$ cat src/sv/zce_pkg.sv
// Package for the zero crossing and extremum finder.
// Holds the transaction structs, result codes and limits; no dependencies.
`timescale 1ns / 1ps
package zce_pkg;

  localparam int SampleW = 32;
  localparam int StepW   = 20;
  localparam int CountW  = 21;

  localparam logic [CountW-1:0] COUNT_MAX = CountW'(1) << StepW;
  localparam logic [StepW-1:0]  STEP_MAX  = '1;

  localparam logic [1:0] KIND_MIN  = 2'd0;
  localparam logic [1:0] KIND_MAX  = 2'd1;
  localparam logic [1:0] KIND_XING = 2'd2;

  typedef struct packed {
    logic signed [SampleW-1:0] sample_x;
    logic signed [SampleW-1:0] sample_y;
    logic                      end_of_series;
  } sample_t;

  typedef struct packed {
    logic                      channel;
    logic [1:0]                kind;
    logic [StepW-1:0]          step_index;
    logic signed [SampleW-1:0] coord_x;
    logic signed [SampleW-1:0] coord_y;
    logic                      last_of_run;
  } point_t;

  // What one lane found for one channel at one sample.
  typedef struct packed {
    logic xing;       // crossing to emit
    logic xing_next;  // crossing lies toward the following sample
    logic ext;        // strict extremum
    logic ext_max;    // extremum is a maximum
  } find_t;

  typedef struct packed {
    logic                      start;
    logic signed [SampleW-1:0] a;
    logic signed [SampleW-1:0] b;
    logic signed [SampleW-1:0] v1;
    logic signed [SampleW-1:0] v2;
  } interp_req_t;

  typedef struct packed {
    logic                      done;
    logic signed [SampleW-1:0] value;
  } interp_rsp_t;

endpackage

$ cat src/sv/zce_interp.sv
// Shared interpolation unit: a + (b-a)*v1/(v1-v2), rounded half away from zero.
// One multiply, then a restoring divider one quotient bit per cycle. Depends on zce_pkg.
`timescale 1ns / 1ps
module zce_interp (
  input  logic                 clk,
  input  logic                 rst,
  input  zce_pkg::interp_req_t req,
  output zce_pkg::interp_rsp_t rsp
);

  localparam int W    = zce_pkg::SampleW;
  localparam int NumW = 2 * W;

  typedef enum logic [2:0] {I_IDLE, I_MUL, I_PREP, I_DIV, I_RND} istate_t;

  istate_t                state;
  logic signed [W:0]      diff, den;
  logic signed [W-1:0]    a_l, v1_l;
  logic signed [NumW:0]   num;
  logic [NumW-1:0]        quo;
  logic [W:0]             ud;
  logic [W+1:0]           rem;
  logic                   neg;
  logic [5:0]             cnt;

  logic [W+1:0]           rem_sh;
  logic                   ge;
  logic [NumW:0]          num_abs;
  logic [W:0]             den_abs;
  logic [W+2:0]           rem2;
  logic [W+1:0]           q_rnd;
  logic [W+1:0]           q_sgn;

  always_comb begin
    rem_sh  = {rem[W:0], quo[NumW-1]};
    ge      = rem_sh >= {1'b0, ud};
    num_abs = num[NumW] ? -num : num;
    den_abs = den[W] ? -den : den;
    rem2    = {rem, 1'b0};
    q_rnd   = quo[W+1:0] + ((rem2 >= {2'b00, ud}) ? (W+2)'(1) : (W+2)'(0));
    q_sgn   = neg ? -q_rnd : q_rnd;
  end

  always_ff @(posedge clk) begin
    if (rst) begin
      state    <= I_IDLE;
      rsp.done <= 1'b0;
    end else begin
      rsp.done <= 1'b0;
      unique case (state)
        I_IDLE: begin
          if (req.start) begin
            diff  <= {req.b[W-1], req.b} - {req.a[W-1], req.a};
            den   <= {req.v1[W-1], req.v1} - {req.v2[W-1], req.v2};
            a_l   <= req.a;
            v1_l  <= req.v1;
            state <= I_MUL;
          end
        end
        I_MUL: begin
          num   <= diff * v1_l;
          state <= I_PREP;
        end
        I_PREP: begin
          quo   <= num_abs[NumW-1:0];
          ud    <= den_abs;
          neg   <= num[NumW] ^ den[W];
          rem   <= '0;
          cnt   <= '0;
          state <= I_DIV;
        end
        I_DIV: begin
          rem <= ge ? rem_sh - {1'b0, ud} : rem_sh;
          quo <= {quo[NumW-2:0], ge};
          cnt <= cnt + 6'd1;
          if (cnt == 6'(NumW - 1)) begin
            state <= I_RND;
          end
        end
        I_RND: begin
          rsp.value <= a_l + q_sgn[W-1:0];
          rsp.done  <= 1'b1;
          state     <= I_IDLE;
        end
        default: state <= I_IDLE;
      endcase
    end
  end

endmodule

$ cat config.mk
export PLATFORM = sky130hd
export DESIGN_NAME = zce_interp
export DESIGN_NICKNAME = d
export VERILOG_FILES = /design/src/sv/zce_pkg.sv /design/src/sv/zce_interp.sv
export SDC_FILE = /design/constraint.sdc
export NUM_CORES = 2
export LEC_CHECK = 0
export BUFFER_PORTS_ARGS = -buffer_cell sky130_fd_sc_hd__buf_2
export CORE_UTILIZATION = 45
export DETAILED_ROUTE_END_ITERATION = 8
export REMOVE_ABC_BUFFERS = 1
export SETUP_SLACK_MARGIN = 0.05
export SLEW_MARGIN = 20
export SYNTH_ARGS = -nofsm -noshare
export SYNTH_HDL_FRONTEND = slang
export SYNTH_SLANG_ARGS = --single-unit
$ cat constraint.sdc
create_clock -name clk -period 18.8 [get_ports clk]
set_input_delay 1.88 -clock clk [delete_from_list [all_inputs] [get_ports clk]]
set_output_delay 1.88 -clock clk [all_outputs]
set_load 0.01 [all_outputs]
Yosys cells after proc, flatten, opt, wreduce, memory -nomap -nowiden
Cells that the tools add are included.

Register bits: 369. Logic and storage cells: 55. Output and inout bits: 33. Input bits: 131.

Order comparisons: 2. Multipliers: 1. Equality and inequality tests: 7. Reductions and logical operators: 8. Add/subtract/negate cells: 9. Muxes and demuxes: 12. Bitwise gates (word level): 2.

Operators with widths (count): case mux 64 bit (2 select lines) (1); case mux 34 bit (2 select lines) (1); subtractor 32 x 32 -> 33 bit (2); multiplier 33 x 32 -> 65 bit (1); two-way mux 32 bit (2); two-way mux 64 bit (1); negation 64 bit (1); greater-or-equal comparator 35 x 33 -> 1 bit (1); greater-or-equal comparator 34 x 33 -> 1 bit (1); two-way mux 34 bit (1); subtractor 34 x 33 -> 34 bit (1); two-way mux 33 bit (1); negation 33 bit (1); adder 32 x 1 -> 32 bit (1); adder 32 bit (1); negation 32 bit (1); case mux 3 bit (4 select lines) (1); case mux 6 bit (2 select lines) (1); AND reduction 2 bit (5); adder 6 x 1 -> 6 bit (second input constant) (1); equality test 3 x 2 -> 1 bit (second input constant) (2); equality test 6 bit (second input constant) (1); two-way mux 3 bit (2); inequality test 2 bit (second input constant) (2); other kinds (8) (8).

Longest topological paths before layout
Word-level depth: 7. Depth in mapped cells: 35. Mapped depth without buffers: 33.

Worst setup path after synthesis
Ideal clock, no wire load.

Kind: input -> register. Start: input rst. End: register a_l[0] (enable). Data required time: 17.862 ns. Setup slack: 3.543 ns. Path buffers: 1. Stages on the path: 2. Setup time: 0.938 ns. Arrival: 14.320 ns. Path through: clkbuf_1 -> nor4_1.

Longest elaborated chain between the ends: 2.

RTL lines: start: declaration (line zce_interp.sv:6) `input logic rst,`; NOT 1 bit (no source line); AND reduction 3 bit (no source line); end signal: assignment (line zce_interp.sv:55) `a_l <= req.a;`; end: declaration (line zce_interp.sv:18) `logic signed [W-1:0] a_l, v1_l;`.

No other way between the ends. A chain may end at the register's enable or synchronous reset.

Worst setup path in the final report
Start: register v1_l[6]. End: register num[62] (data pin).

Longest elaborated chain between the ends: 1.

RTL lines: start: declaration (line zce_interp.sv:18); start signal: assignment (line zce_interp.sv:56) `v1_l <= req.v1;`; multiplier 33 x 32 -> 65 bit (line zce_interp.sv:61) `num <= diff * v1_l;`; end signal: assignment (line zce_interp.sv:61); end: declaration (line zce_interp.sv:19) `logic signed [NumW:0] num;`.

No other way between the ends.

==> impl_metrics.json <==
{
  "setup_viol": 0,
  "place.gp.congestion": 0.8918,
  "synth-seq-area-share_pct": 18.63,
  "fmax_ghz": 0.1074,
  "status": "complete, no violations",
  "critPathLaunchType": "register",
  "tightestPinTransition_ps": 1174,
  "drv_cap": 0,
  "hp-class": "register to register",
  "grt_pass1_wl_um": 250900,
  "grt_pass1_vias": 44760,
  "drc_errors": 0,
  "period_share_pct": 49.54,
  "relSlewSlack_pct": 20.75,
  "finalCriticalPeriod_ps": 9314,
  "drive_gt1_share_pct": 5.675,
  "crit_buf_inv": 5,
  "yosys_warnings": 0,
  "slowest_stage": "o311ai_0",
  "boundaryPins": 164,
  "design_area_mm2": 0.06330,
  "antenna_found_initial": 7,
  "nFillCells": 12330,
  "hold_buffers": 0,
  "viasPerCell": 5.347,
  "syn_to_final_growth_pct": 6.802,
  "antenna_left": 0,
  "critPathLaunch": "v1_l[6]",
  "cp-end-kind": "register",
  "ys_seq_elements": 369,
  "rsz0062_at_grt": "no",
  "port_buffers": 163,
  "grt-ovfl-total": 0,
  "cts.clk_slew.worst_paths_ps": 60,
  "regArea_mm2": 0.01104,
  "root_buffer": "clkbuf_16",
  "cts.sinks": 369,
  "ys.flop_type": "edfxtp_1",
  "netlist_area_mm2": 0.05927,
  "cts_tree": "yes",
  "clkLatencyLatePin_ps": 610,
  "finalSetupTns_ps": 0,
  "nNetsFinal": 7650,
  "criticalPathCategory": "register to register",
  "synthCells": 6065,
  "num_rows": 132,
  "htreeDepth": 2,
  "worst_slack_ps": 9486,
  "async_flop_share_pct": 0,
  "cts_setup_buffers": 0,
  "ys_types": 78,
  "vias": 42020,
  "multi_input_area_mm2": 0.04303,
  "cts_resized": 0,
  "hp-start": "quo[36]",
  "max-clock-path-buffers": 3,
  "routed_wl_um": 155200,
  "core-area_mm2": 0.1301,
  "place_ws_ps": 9628,
  "numCtsBuffers": 43,
  "cp_common_cell": "fa_1",
  "initial_core_util_pct": 45.54,
  "design.die.area_mm2": 0.1332,
  "critical_path_arrival_ps": 9670,
  "required_ps": 19150,
  "dieHeight_um": 364.9,
  "die_w_um": 364.9,
  "skew_ps": 47.95,
  "place_hpwl_um": 120300,
  "crit_family": "adder cells",
  "grt_max_degree": 101,
  "synth_edf_count": 365,
  "hold_viol": 0,
  "drt_pass1_iterations": 5,
  "drv_slew": 0,
  "grt_use_total_pct": 24.26,
  "dpl_cell_area_mm2": 0.06191,
  "slowest_delay_ps": 1000,
  "routedWlPerCell_um": 19.75,
  "cp_max_fo": 20,
  "avgSynthCellArea_um2": 9.773,
  "drtIter0Drc": 2772,
  "rr_startpoint": "v1_l[6]"
}
per-stage QoR:
stage,hold slack (ps),util (%),std cells
detailed placement,513.6,47.57,7779
floorplan,477.2,-,5793
finish,526.6,48.64,7858
global placement,509.6,47.55,7778
CTS,527.4,48.61,7855
global route,545.7,48.64,7856
cell usage in the layout (no fill, tap or decap), types with 184 or more instances in the layout:
cell,n
inv_1,1121
fa_1,1116
nand2_1,708
and2_1,536
edfxtp_1,365
ha_1,320
nor2_1,197
xnor2_1,196
a21oi_1,185
o21ai_0,184
sequential cells by signal, summed over array words and instances (netlist names), 3 cells and up:
| signal | flops |
|---|---|
| num | 65 |
| den | 33 |
| a_l | 32 |
| v1_l | 32 |
| rsp | 33 |
| ud | 33 |
| quo | 64 |
| state | 3 |
| rem | 34 |
| diff | 33 |
| cnt | 6 |
path summary, 6_finish.rpt:
kind | to | slack, ps | cells after the start
worst min register to register | quo[37] | 530 | 2
worst min-delay path | quo[37] | 530 | 2
worst max register to register | num[62] | 9490 | 26
worst max-delay path | num[62] | 9490 | 26
cells by family after synthesis:
logic type / share of synthesized area (%)
AND/OR/NAND/NOR: 15.14
adder cells (fa/ha/maj): 44.45
buffers and inverters: 8.851
AO/OA/AOI/OAI: 7.437
flip-flops: 18.63
XOR/XNOR: 5.005
multiplexers: 0.4919
Yosys cell counts, drive strengths merged, types with 17 or more instances:
cell,count,area (µm²)
a211oi,33,247.7
a21o,84,630.6
a21oi,186,934.7
a31oi,17,106.4
and2,537,3359
and3,22,137.6
clkbuf,258,968.4
edfxtp,365,10960
fa,1116,22340
ha,320,4004
inv,1121,4208
mux2i,28,280.3
nand2,709,2664
nand2b,46,287.8
nand3,84,425.4
nand4,23,143.9
nor2,198,745.7
nor2b,32,200.2
nor3,41,210.2
o21a,41,307.8
o21ai,186,930.9
o21bai,28,210.2
o31ai,39,292.8
or3,23,143.9
or4,17,150.1
xnor2,196,1717
xor2,140,1226
worst reg2reg max path: cells and delay by family, from the launching register on:
| kind | cells | cell delay, ps |
|---|---|---|
| fa+ha+maj | 9 | 4000 |
| simple gates | 3 | 660 |
| buf+inv | 5 | 430 |
| compound gates | 8 | 3040 |
| flops | 1 | 850 |
| xor+xnor | 1 | 90 |
metal layers:
metal	up-vias	share of wire (%)	wire length, µm	global-route usage [%]
li1	18950	-	-	-
met1	21690	41	63420	30.58
met2	1118	51	79530	43.80
met3	257	4.4	6901	2.103
met4	0	3.4	5331	7.670
met5	-	0	0	0
cell type report:
type | count | area share (%)
Inverter | 1123 | 6.659
Clock buffer | 50 | 1.741
Multi-Input combinational cell | 4301 | 67.97
Tap cell | 1742 | 3.443
Timing Repair Buffer | 245 | 2.324
Clock inverter | 26 | 0.4111
Antenna cell | 2 | 0.007906
Sequential cell | 369 | 17.44
Power is not shown: default switching activity piles up to over one toggle a cycle in this logic, so the estimate is an artifact.
