`config.mk`:
```
export PLATFORM = sky130hd
export DESIGN_NAME = zce_lane
export DESIGN_NICKNAME = d
export VERILOG_FILES = /design/src/sv/zce_pkg.sv /design/src/sv/zce_lane.sv
export SDC_FILE = /design/constraint.sdc
export NUM_CORES = 1
export LEC_CHECK = 0
export BUFFER_PORTS_ARGS = -buffer_cell sky130_fd_sc_hd__buf_2
export CAP_MARGIN = 20
export CORE_MARGIN = 2
export CORE_UTILIZATION = 40
export DETAILED_ROUTE_END_ITERATION = 10
export SLEW_MARGIN = 20
export SYNTH_ARGS = -nofsm -noshare
export SYNTH_HDL_FRONTEND = slang
export SYNTH_SLANG_ARGS = --single-unit
export TNS_END_PERCENT = 1
```
`constraint.sdc`:
```
create_clock -name vclk -period 8.56
set_input_delay 0.428 -clock vclk [all_inputs]
set_output_delay 0.428 -clock vclk [all_outputs]
set_load 0.03 [all_outputs]
```
`src/sv/zce_pkg.sv`:
```
// Package for the zero crossing and extremum finder.
// Holds the transaction structs, result codes and limits; no dependencies.
`timescale 1ns / 1ps
package zce_pkg;

  localparam int SampleW = 32;
  localparam int StepW   = 20;
  localparam int CountW  = 21;

  localparam logic [CountW-1:0] COUNT_MAX = CountW'(1) << StepW;
  localparam logic [StepW-1:0]  STEP_MAX  = '1;

  localparam logic [1:0] KIND_MIN  = 2'd0;
  localparam logic [1:0] KIND_MAX  = 2'd1;
  localparam logic [1:0] KIND_XING = 2'd2;

  typedef struct packed {
    logic signed [SampleW-1:0] sample_x;
    logic signed [SampleW-1:0] sample_y;
    logic                      end_of_series;
  } sample_t;

  typedef struct packed {
    logic                      channel;
    logic [1:0]                kind;
    logic [StepW-1:0]          step_index;
    logic signed [SampleW-1:0] coord_x;
    logic signed [SampleW-1:0] coord_y;
    logic                      last_of_run;
  } point_t;

  // What one lane found for one channel at one sample.
  typedef struct packed {
    logic xing;       // crossing to emit
    logic xing_next;  // crossing lies toward the following sample
    logic ext;        // strict extremum
    logic ext_max;    // extremum is a maximum
  } find_t;

  typedef struct packed {
    logic                      start;
    logic signed [SampleW-1:0] a;
    logic signed [SampleW-1:0] b;
    logic signed [SampleW-1:0] v1;
    logic signed [SampleW-1:0] v2;
  } interp_req_t;

  typedef struct packed {
    logic                      done;
    logic signed [SampleW-1:0] value;
  } interp_rsp_t;

endpackage

```
`src/sv/zce_lane.sv`:
```
// One search lane: crossing and extremum tests for one channel at one sample.
// Depends on zce_pkg.
`timescale 1ns / 1ps
module zce_lane (
  input  logic                              has_p,
  input  logic                              has_n,
  input  logic signed [zce_pkg::SampleW-1:0] pv,
  input  logic signed [zce_pkg::SampleW-1:0] cv,
  input  logic signed [zce_pkg::SampleW-1:0] nv,
  output zce_pkg::find_t                    find
);

  logic signed [zce_pkg::SampleW:0] s_pc, d_pc, s_cn, d_cn;
  logic np_pc, np_cn;

  function automatic logic nonpos(input logic signed [zce_pkg::SampleW-1:0] a,
                                  input logic signed [zce_pkg::SampleW-1:0] b);
    return (a <= 0 && b >= 0) || (a >= 0 && b <= 0);
  endfunction

  always_comb begin
    s_pc  = {pv[zce_pkg::SampleW-1], pv} + {cv[zce_pkg::SampleW-1], cv};
    d_pc  = {pv[zce_pkg::SampleW-1], pv} - {cv[zce_pkg::SampleW-1], cv};
    s_cn  = {cv[zce_pkg::SampleW-1], cv} + {nv[zce_pkg::SampleW-1], nv};
    d_cn  = {cv[zce_pkg::SampleW-1], cv} - {nv[zce_pkg::SampleW-1], nv};
    np_pc = has_p && nonpos(pv, cv);
    np_cn = has_n && nonpos(cv, nv);
    find  = '0;
    // A crossing with the predecessor shadows the one with the successor.
    if (np_pc) begin
      find.xing = (pv != cv) && (s_pc != 0) && (s_pc[zce_pkg::SampleW] == d_pc[zce_pkg::SampleW]);
    end else if (np_cn) begin
      find.xing = (cv != nv) && (s_cn != 0) && (s_cn[zce_pkg::SampleW] != d_cn[zce_pkg::SampleW]);
      find.xing_next = 1'b1;
    end
    if (has_p && has_n) begin
      if (cv < pv && cv < nv) begin
        find.ext = 1'b1;
      end else if (cv > pv && cv > nv) begin
        find.ext     = 1'b1;
        find.ext_max = 1'b1;
      end
    end
  end

endmodule

```
== After elaboration in Yosys (flattened, before gate mapping) ==
Cells that the tools add are included.

* Register bits after elaboration: 0
* Bits of input ports: 98
* Output and inout bits: 4
* Word-level logic and storage cells: 42

* $add $sub $neg: 4
* $lt $le $gt $ge: 10
* Equal/unequal tests: 4
* Multiplexer cells: 7
* Reduce and logical (&&, ||, !) cells: 17

{| class="wikitable"
|+ Operators with widths
! kind !! count
|-
| $ge A32 B1 Y1 const B || 3
|-
| $le A32 B1 Y1 const B || 3
|-
| $add A32 B32 Y33 || 2
|-
| $reduce_bool A33 Y1 || 2
|-
| $sub A32 B32 Y33 || 2
|-
| $gt A32 B32 Y1 || 2
|-
| $lt A32 B32 Y1 || 2
|-
| $ne A32 B32 Y1 || 2
|-
| $logic_and A1 B1 Y1 || 13
|-
| $mux W2 || 3
|-
| $mux W1 || 4
|-
| $logic_or A1 B1 Y1 || 2
|-
| $eq A1 B1 Y1 || 1
|-
| $ne A1 B1 Y1 || 1
|}

== Depth between registers and ports, before layout ==
Gate-level depths: netlist (run 1).

* Depth in word-level cells: 6
* Depth in mapped cells: 15
* Gate-level depth less buffers: 13

== Least setup slack after synthesis (run 1) ==
No wires, ideal clock.

* Path type: input port to output port
* Start: input port cv[0] in the netlist's numbering
* End: output port find[3] in the netlist's numbering
* Arrival time: 3.282 ns
* Data required time: 8.132 ns
* Slack: 4.850 ns
* Stages on the path: 13
* Path buffers: 0
* Path through: ha_1 -> fa_1 -> nor2b_1 -> o311a_1 -> o31a_1 -> o311ai_4 -> nand3_1 -> a221oi_1 -> nand4_1 -> nor4_2 -> nand4_1 -> a22oi_1 -> o21ai_1

{| class="wikitable"
|+ RTL lines
! element !! RTL line !! text
|-
| from (decl) || zce_lane.sv:8 || <nowiki>input logic signed [zce_pkg::SampleW-1:0] cv,</nowiki>
|-
| to (decl) || zce_lane.sv:10 || <nowiki>output zce_pkg::find_t find</nowiki>
|}

==> impl_metrics.csv, run 1 <==
group,metric,value,unit
finish,regArea,0,um^2
setup_path,crit_type,"input port to primary output",
global_routing,track_usage,0.2776,
floorplanning,core,16000,um^2
setup_path,cp_slowest_cell,"ha_1",
setup_path,worst-path-stages,15,
clock_network,post-cts-setup-buffers,0,
global_routing,grt_pass1_wl,39.65,mm
floorplanning,rows,46,
synth,netlist.area_leader.share,0.2427,
timing,post-route-min-period,4514,ps
setup_path,cpMostUsedCell,"nor4_1",
synth,synth_area,6599,um^2
floorplanning,fp.dieH,132.4,um
route,viasPerCell,6.335,
route,first_iter_violations,1010,
placed_design,dp_hpwl,21.64,mm
timing,finalCritPeriodShare,0.5274,
route,num_vias,8008,
setup_path,critPathLaunchType,"input port",
synth,synth_cell_type_count,88,
setup_path,end_kind,"primary output",
timing,tns,0,ps
finish,area_delta_synth_final,8.627,%
placed_design,port_buffers,102,
finish,clock_buffers,0,
power_and_ir_drop,vdd_drop_max,26.60,uV
power_and_ir_drop,p_sw,327.3,uW
timing,maxSlewViolCount,0,
synth,yosysTopAreaCell,"ha_1",
route,wl,25.80,mm
synth,ys_seq_area_frac,0,
finish,drive_gt1_frac,0.1250,
finish,layout_common_cells,"ha_1 (128), inv_1 (111), buf_2 (102)",
floorplanning,dieArea,17540,um^2
timing,tightest_slew,1065,ps
global_routing,grt_pass1_vias,6904,
clock_network,ctsResizeCount,0,
synth,synth_cells,986,
timing,max_freq,221.5,MHz
placed_design,place_congestion,0.9540,
clock_network,post_cts_hold_buffer_count,0,
synth,avgSynthCellArea,6.693,um^2
timing,setup_slack,4046,ps
global_routing,grt_max_degree,15,
finish,final_common_cell,"ha_1",
synth,ys_top_cells_by_area,"ha_1 (24%), a21oi_1 (6.9%), inv_1 (6.3%)",
hold_path,min_path_type,"input port to primary output",
synth,yosysWarningCount,0,
power_and_ir_drop,p_seq_frac,0,
power_and_ir_drop,switching_share,0.6434,
setup_path,crit_arrival,4090,ps
synth,synth_fp_nets,1214,
timing,rsz0062_at_grt,"no",
finish,layout.nets,1278,
setup_path,critPathMaxFanout,13,
route,drc_errors,0,
hold_path,hold_depth,4,
timing,setup_viol,0,
global_routing,antenna_found_initial,0,
setup_path,required,8130,ps
setup_path,path_delay_family,"simple AND/OR/NAND/NOR gates",
setup_path,slowest_delay,590,ps
floorplanning,die_w,132.4,um
finish,antenna_cells,0,
run,timing.max_cap.violations,0,
timing,max_slew_margin,0.2835,
route,wire_per_inst,20.41,um
power_and_ir_drop,clkPwrFrac,0,
power_and_ir_drop,combPwrFrac,1.000,
power_and_ir_drop,internal_power,181.4,uW
floorplanning,initial_core_util,0.4124,
placed_design,pre_cts_slack,4150,ps
power_and_ir_drop,powerDensity,70.98,nW/um^2
setup_path,worstPathCellList,"buf_2 -> inv_1 -> ha_1 -> nand4_1 -> nor3_1 -> nand2_1 -> nor4_1 -> o21ai_0 -> o2111ai_1 -> mux2i_1 -> nor4_1 -> nand4_1 -> nor4_1 -> o21ai_1 -> buf_2",
finish,seq_cells,0,
route,postRouteAntennaNets,0,
floorplanning,io-pin-count,102,
global_routing,overflow,0,
setup_path,path_buf_inv,3,
route,dr.pass1.iters,5,
power_and_ir_drop,p_leak,3.255,nW
outcome,outcome,"finished clean",
timing,hold_viol,0,
==> metal layers <==
layer / part of all wire / track usage
met2: 0.38 / 0.3877
met1: 0.51 / 0.4609
met4: 0.014 / 0.02867
met5: 0 / 0
met3: 0.095 / 0.02490
==> metrics by stage <==
stage          utilization  hold WS (ps)  instance area, um^2  cells  power, mW
6_report            0.4480          1242                 7168   1264     0.5088
3_5_place_dp        0.4480          1238                 7168   1264     0.4912
2_1_floorplan            -          1037                 6599    986     0.3418
5_1_grt             0.4480          1260                 7168   1264     0.5532
3_3_place_gp        0.4480          1232                 7168   1264     0.4944
4_1_cts             0.4480          1238                 7168   1264     0.4944
==> power by group through the flow <==
stage	clock network, mW	logic, mW	registers [mW]
finish	0	0.509	0
global route	0	0.553	0
CTS	0	0.494	0
detailed placement	0	0.491	0
global placement	0	0.494	0
floorplan	0	0.342	0
==> synthesized netlist by cell type (17+ instances only) <==
| cell | instances |
|---|---|
| a21oi_1 | 91 |
| clkbuf_1 | 17 |
| ha_1 | 128 |
| inv_1 | 111 |
| nand2_1 | 44 |
| nand3_1 | 26 |
| nand4_1 | 33 |
| nor2_1 | 93 |
| nor2b_1 | 29 |
| nor3_1 | 21 |
| nor4_1 | 51 |
| o21ai_0 | 60 |
| o31ai_1 | 18 |
==> final timing paths <==
kind / endpoint / startpoint / slack (ps)
setup / recovery: find[3] / cv[19] / 4050
hold / removal: find[1] / has_n / 1240
==> logic make-up (layout without fill, tap and decap cells) <==
logic type	count (synthesis)	in the layout	share of synthesized area
buffers and inverters	154	216	0.09689
AOI/OAI and AO/OA	323	323	0.3360
and+or+nand+nor	361	361	0.2928
adders and majority gates	130	130	0.2488
muxes	7	7	0.01100
xor gates and xnor gates	11	11	0.01460
==> worst min-delay path: stages <==
cell and delay [ps]:
buf_2 110, nand2_1 70, a21oi_1 40, buf_2 170
==> cell type report <==
| type | instances | area, um^2 |
|---|---|---|
| well taps | 216 | 270.3 |
| repair buffers | 102 | 510.5 |
| inverters | 114 | 427.9 |
| fillers | 1787 | 8832 |
| multi-input cells | 832 | 5959 |
Note: power is estimated with default switching activity, not from simulation.
==> run 2, diff against run 1 <==
--- a/config.mk
+++ b/config.mk
@@ -5,6 +5,7 @@
 export SDC_FILE = /design/constraint.sdc
 export NUM_CORES = 1
 export LEC_CHECK = 0
+export ABC_AREA = 1
 export BUFFER_PORTS_ARGS = -buffer_cell sky130_fd_sc_hd__buf_2
 export CAP_MARGIN = 20
 export CORE_MARGIN = 2
==> constraint.sdc (replaced) <==
create_clock -name vclk -period 3.7
set_input_delay 0.185 -clock vclk [all_inputs]
set_output_delay 0.185 -clock vclk [all_outputs]
set_load 0.03 [all_outputs]
==> impl_metrics.csv, run 2 <==
group,metric,value,unit
global_routing,grt_max_degree,9,
placed_design,pre_cts_slack,876.7,ps
floorplanning,fp.dieH,136.8,um
synth,netlist_top_cells_count,"nand2_1 (425), inv_1 (260), nor2_1 (149)",
synth,avgSynthCellArea,5.205,um^2
clock_network,post_cts_hold_buffer_count,0,
finish,n_fill_cell,1967,
route,num_vias,8654,
synth,synth_area,7053,um^2
run,timing.max_cap.violations,0,
clock_network,post-cts-setup-buffers,0,
route,postRouteAntennaNets,0,
timing,setup_slack,822.3,ps
power_and_ir_drop,p_leak,4.726,nW
placed_design,port_buffers,102,
power_and_ir_drop,p_seq_frac,0,
floorplanning,initial_core_util,0.4078,
setup_path,required,3510,ps
power_and_ir_drop,powerDensity,149.0,nW/um^2
power_and_ir_drop,switching_share,0.6705,
finish,layout_common_cells,"nand2_1 (425), inv_1 (260), nor2_1 (149)",
synth,synth_cells,1355,
floorplanning,rows,48,
power_and_ir_drop,p_sw,783.3,uW
setup_path,crit_arrival,2690,ps
timing,max_slew_margin,0.4408,
outcome,outcome,"finished clean",
timing,setup_viol,0,
synth,ys_seq_area_frac,0,
timing,finalCritPeriodShare,0.7777,
hold_path,min-delay-start,"has_n",
finish,clock_buffers,0,
power_and_ir_drop,vdd_drop_max,52.75,uV
global_routing,antenna_found_initial,0,
global_routing,overflow,0,
finish,area_delta_synth_final,11.16,%
route,wl,26.20,mm
finish,regArea,0,um^2
placed_design,place_congestion,0.9768,
timing,hold_viol,0,
power_and_ir_drop,internal_power,385.0,uW
route,wire_per_inst,15.59,um
floorplanning,core,17300,um^2
synth,yosysTopAreaCell,"ha_1",
timing,max_freq,347.5,MHz
timing,rsz0062_at_grt,"no",
hold_path,hold_depth,3,
finish,antenna_cells,0,
global_routing,grt_pass1_vias,8151,
floorplanning,io-pin-count,102,
route,dr.pass1.iters,5,
finish,multi_input_area,5974,um^2
route,drc_errors,0,
finish,seq_cells,0,
timing,tightest_slew,831.1,ps
finish,drive_gt1_frac,0.1155,
finish,final_common_cell,"nand2_1",
setup_path,crit_type,"input port to primary output",
setup_path,critPathMaxFanout,4,
timing,tns,0,ps
global_routing,track_usage,0.2767,
global_routing,grt_pass1_wl,41.04,mm
floorplanning,die_w,136.8,um
setup_path,critPathLaunchType,"input port",
power_and_ir_drop,clkPwrFrac,0,
power_and_ir_drop,combPwrFrac,1.000,
route,viasPerCell,5.151,
timing,maxSlewViolCount,0,
hold_path,min_path_type,"input port to primary output",
synth,netlist.area_leader.share,0.2271,
floorplanning,dieArea,18710,um^2
route,first_iter_violations,683,
clock_network,ctsResizeCount,0,
setup_path,end_kind,"primary output",
synth,ys_top_cells_by_area,"ha_1 (23%), nand2_1 (23%), inv_1 (14%)",
synth,synth_cell_type_count,39,
timing,post-route-min-period,2878,ps
synth,yosysWarningCount,0,
hold_path,whs_endpoint,"find[2]",
finish,layout.nets,1685,
synth,yosysMostFrequentCell,"nand2_1",
synth,synth_fp_nets,1583,
placed_design,dp_hpwl,23.40,mm
run 2: changes by cell type in the layout (fill, tap and decap cells not counted), sizes merged, moves of 30 or more:
cell and delta:
nand3 +56, nor2b -30, nor2 +69, o21ai -30
nand2 +384, inv +165
run 2: cells by family after synthesis:
kind of cell / count (synthesis) / synth area share
AO/OA/AOI/OAI: 147 / 0.1189
XOR/XNOR: 13 / 0.01614
adder cells (fa/ha/maj): 130 / 0.2327
buffers and inverters: 285 / 0.1529
AND/OR/NAND/NOR: 780 / 0.4793
run 2: critical path, cell delays in order:
cell and delay (ps):
buf_2 130, ha_1 230, fa_1 420, nand2_1 90, nand2_1 90, nand3_1 80, nand2_1 120, nand2_1 110
nand2_1 90, a21oi_1 260, nor2_1 80, a21oi_1 120, nand2_1 60, nor2_1 190, nand3_1 120, nand2_1 90
nand2_1 60, buf_2 170
run 2: power by group through the flow:
| stage | clock [mW] | sequential (mW) | combinational, mW |
|---|---|---|---|
| 2_1_floorplan | 0 | 0 | 0.789 |
| 3_3_place_gp | 0 | 0 | 1.15 |
| 3_5_place_dp | 0 | 0 | 1.15 |
| 4_1_cts | 0 | 0 | 1.15 |
| 5_1_grt | 0 | 0 | 1.30 |
| 6_report | 0 | 0 | 1.17 |
run 2: worst max path at each step:
stage	from	endpoint	slack, ps
final	cv[0]	find[3]	820
after global routing	cv[15]	find[3]	550
after CTS	cv[0]	find[3]	870
after detailed placement	cv[0]	find[3]	880
after global placement	cv[0]	find[3]	850
after floorplan	pv[0]	find[3]	1510
run 2: layout make-up:
cell class,count,share of cell area
multi-input cells,1070,0.7620
repair buffers,105,0.06799
well taps,225,0.03591
inverters,280,0.1341
run 2: through the flow:
stage	std cells	instance area, um^2	power, mW	util	hold WS [ps]
floorplan	1355	7053	0.7894	-	633.8
detailed placement	1680	7840	1.145	0.4533	828.2
global placement	1680	7840	1.149	0.4533	841.1
global route	1680	7840	1.303	0.4533	837.6
finish	1680	7840	1.168	0.4533	823.5
CTS	1680	7840	1.151	0.4533	828.9
run 2: per-layer routing:
| layer | routed length (um) | part of all wire | vias to the layer above | global-route usage |
|---|---|---|---|---|
| met4 | 1204 | 0.046 | 0 | 0.1117 |
| li1 | - | - | 4486 | - |
| met1 | 11730 | 0.45 | 3906 | 0.3538 |
| met3 | 915 | 0.035 | 51 | 0.01074 |
| met2 | 12340 | 0.47 | 211 | 0.4875 |
| met5 | 0 | 0 | - | 0 |
==> run 3, diff against run 2 <==
==> constraint.sdc (replaced) <==
create_clock -name vclk -period 2.64
set_input_delay 0.132 -clock vclk [all_inputs]
set_output_delay 0.132 -clock vclk [all_outputs]
set_load 0.03 [all_outputs]
==> impl_metrics.csv, run 3 (synthesis gave the netlist of run 2 again) <==
group,metric,value,unit
timing,finalCritPeriodShare,0.9674,
setup_path,critPathLaunchType,"input port",
finish,clock_buffers,0,
power_and_ir_drop,powerDensity,214.2,nW/um^2
global_routing,grt_pass1_vias,8550,
power_and_ir_drop,vdd_drop_max,81.07,uV
placed_design,port_buffers,102,
route,postRouteAntennaNets,0,
finish,final_cell_area,8954,um^2
timing,maxSlewViolCount,0,
timing,tightest_slew,741.9,ps
power_and_ir_drop,p_leak,4.988,nW
setup_path,worst-path-stages,13,
hold_path,whs_endpoint,"find[2]",
run,timing.max_cap.violations,0,
route,dr.pass1.iters,6,
hold_path,hold_depth,3,
setup_path,required,2510,ps
route,wl,27.14,mm
global_routing,track_usage,0.2815,
route,first_iter_violations,705,
timing,post-route-min-period,2554,ps
outcome,outcome,"finished clean",
setup_path,cp_slowest_cell,"nor4_1",
finish,seq_cells,0,
timing,setup_slack,86.02,ps
floorplanning,io-pin-count,102,
setup_path,cpMostUsedCell,"buf_4",
setup_path,end_kind,"primary output",
timing,max_slew_margin,0.5008,
floorplanning,rows,48,
timing,setup_viol,0,
timing,rsz0062_at_grt,"yes",
route,viasPerCell,5.264,
hold_path,min-delay-start,"has_n",
global_routing,overflow,0,
power_and_ir_drop,power,1.918,mW
finish,layout_common_cells,"nand2_1 (392), inv_1 (257), nor2_1 (120)",
setup_path,path_buf_inv,5,
setup_path,crit_arrival,2420,ps
finish,drive_gt1_frac,0.2320,
setup_path,path_delay_family,"simple AND/OR/NAND/NOR gates",
floorplanning,fp.dieH,136.8,um
global_routing,antenna_found_initial,1,
global_routing,grt_pass1_wl,41.70,mm
finish,n_fill_cell,1866,
floorplanning,initial_core_util,0.4078,
timing,hold_viol,0,
timing,max_freq,391.5,MHz
setup_path,slowest_delay,580,ps
finish,multi_input_area,6738,um^2
hold_path,min_path_type,"input port to primary output",
finish,area_delta_synth_final,26.95,%
setup_path,worstPathCellList,"buf_2 -> inv_1 -> ha_1 -> buf_4 -> nand4_1 -> nor4_1 -> buf_4 -> nand3_1 -> nand4_1 -> nor2_1 -> nand2_1 -> nand2_1 -> buf_4",
placed_design,pre_cts_slack,-141.9,ps
finish,regArea,0,um^2
finish,layout.nets,1730,
setup_path,crit_type,"input port to primary output",
placed_design,place_congestion,0.9532,
floorplanning,die_w,136.8,um
finish,final_common_cell,"nand2_1",
placed_design,dpl_cell_area,8103,um^2
route,wire_per_inst,15.72,um
placed_design,dp_hpwl,23.50,mm
floorplanning,dieArea,18710,um^2
floorplanning,core,17300,um^2
global_routing,grt_max_degree,9,
route,num_vias,9085,
setup_path,critPathMaxFanout,7,
route,drc_errors,0,
## run 3: changes by cell type in the layout (fill, tap and decap cells not counted), sizes merged
| cell | previous run | this run |
|---|---|---|
| clkbuf | 0 | 2 |
| buf | 105 | 148 |
| diode | 0 | 1 |
## run 3: worst min-delay path, cell delays in order
cell and delay (ps):
buf_2 100, and3_1 150, buf_2 190
## run 3: cell type report
| cell class | count | area share |
|---|---|---|
| diodes | 1 | 0.0002795 |
| repair buffers | 150 | 0.09838 |
| multi-input cells | 1070 | 0.7525 |
| well taps | 225 | 0.03144 |
| inverters | 280 | 0.1174 |
## run 3: worst max-delay path by stage
stage               startpoint       to  slack, ps
floorplan                pv[0]  find[3]        550
global placement         cv[0]  find[3]       -140
detailed placement       cv[0]  find[3]       -140
CTS                     cv[19]  find[3]        0.2
global route             cv[5]  find[3]        -50
finish                  nv[31]  find[3]         90
## run 3: timing repair
action / CTS / global route
pin swaps: 1 / 23
hold buffers: 0 / 0
gates resized for setup: 10 / 178
endpoints found under the setup margin: 1 / 3
setup buffers: 0 / 10
## run 3: metal layers
metal  up-vias  global-route usage  routed length, um  part of all wire
met5         -                   0                  0                 0
met4         0             0.09565               1107             0.041
met3        63            0.005556                978             0.036
met2       280              0.5103              13310              0.49
met1      4151              0.3586              11740              0.43
li1       4591                   -                  -                 -
## run 3: per-stage QoR
step,hold WS [ps],TNS (ps),std cells,util
2_1_floorplan,527.8,0,1355,-
3_5_place_dp,712.3,-141.9,1715,0.4685
3_3_place_gp,714.4,-136.2,1715,0.4685
6_report,707.2,0,1726,0.5177
5_1_grt,726.2,-49.64,1726,0.5177
4_1_cts,712.4,0,1715,0.4702
## run 3: power by group
group          leakage [nW]  switching [mW]  internal, mW     total, mW
combinational          4.99            1.21         0.711          1.92
clock            0.00000634               0  0.0000000506  0.0000000506
sequential                0               0             0             0
total                  4.99            1.21         0.711          1.92
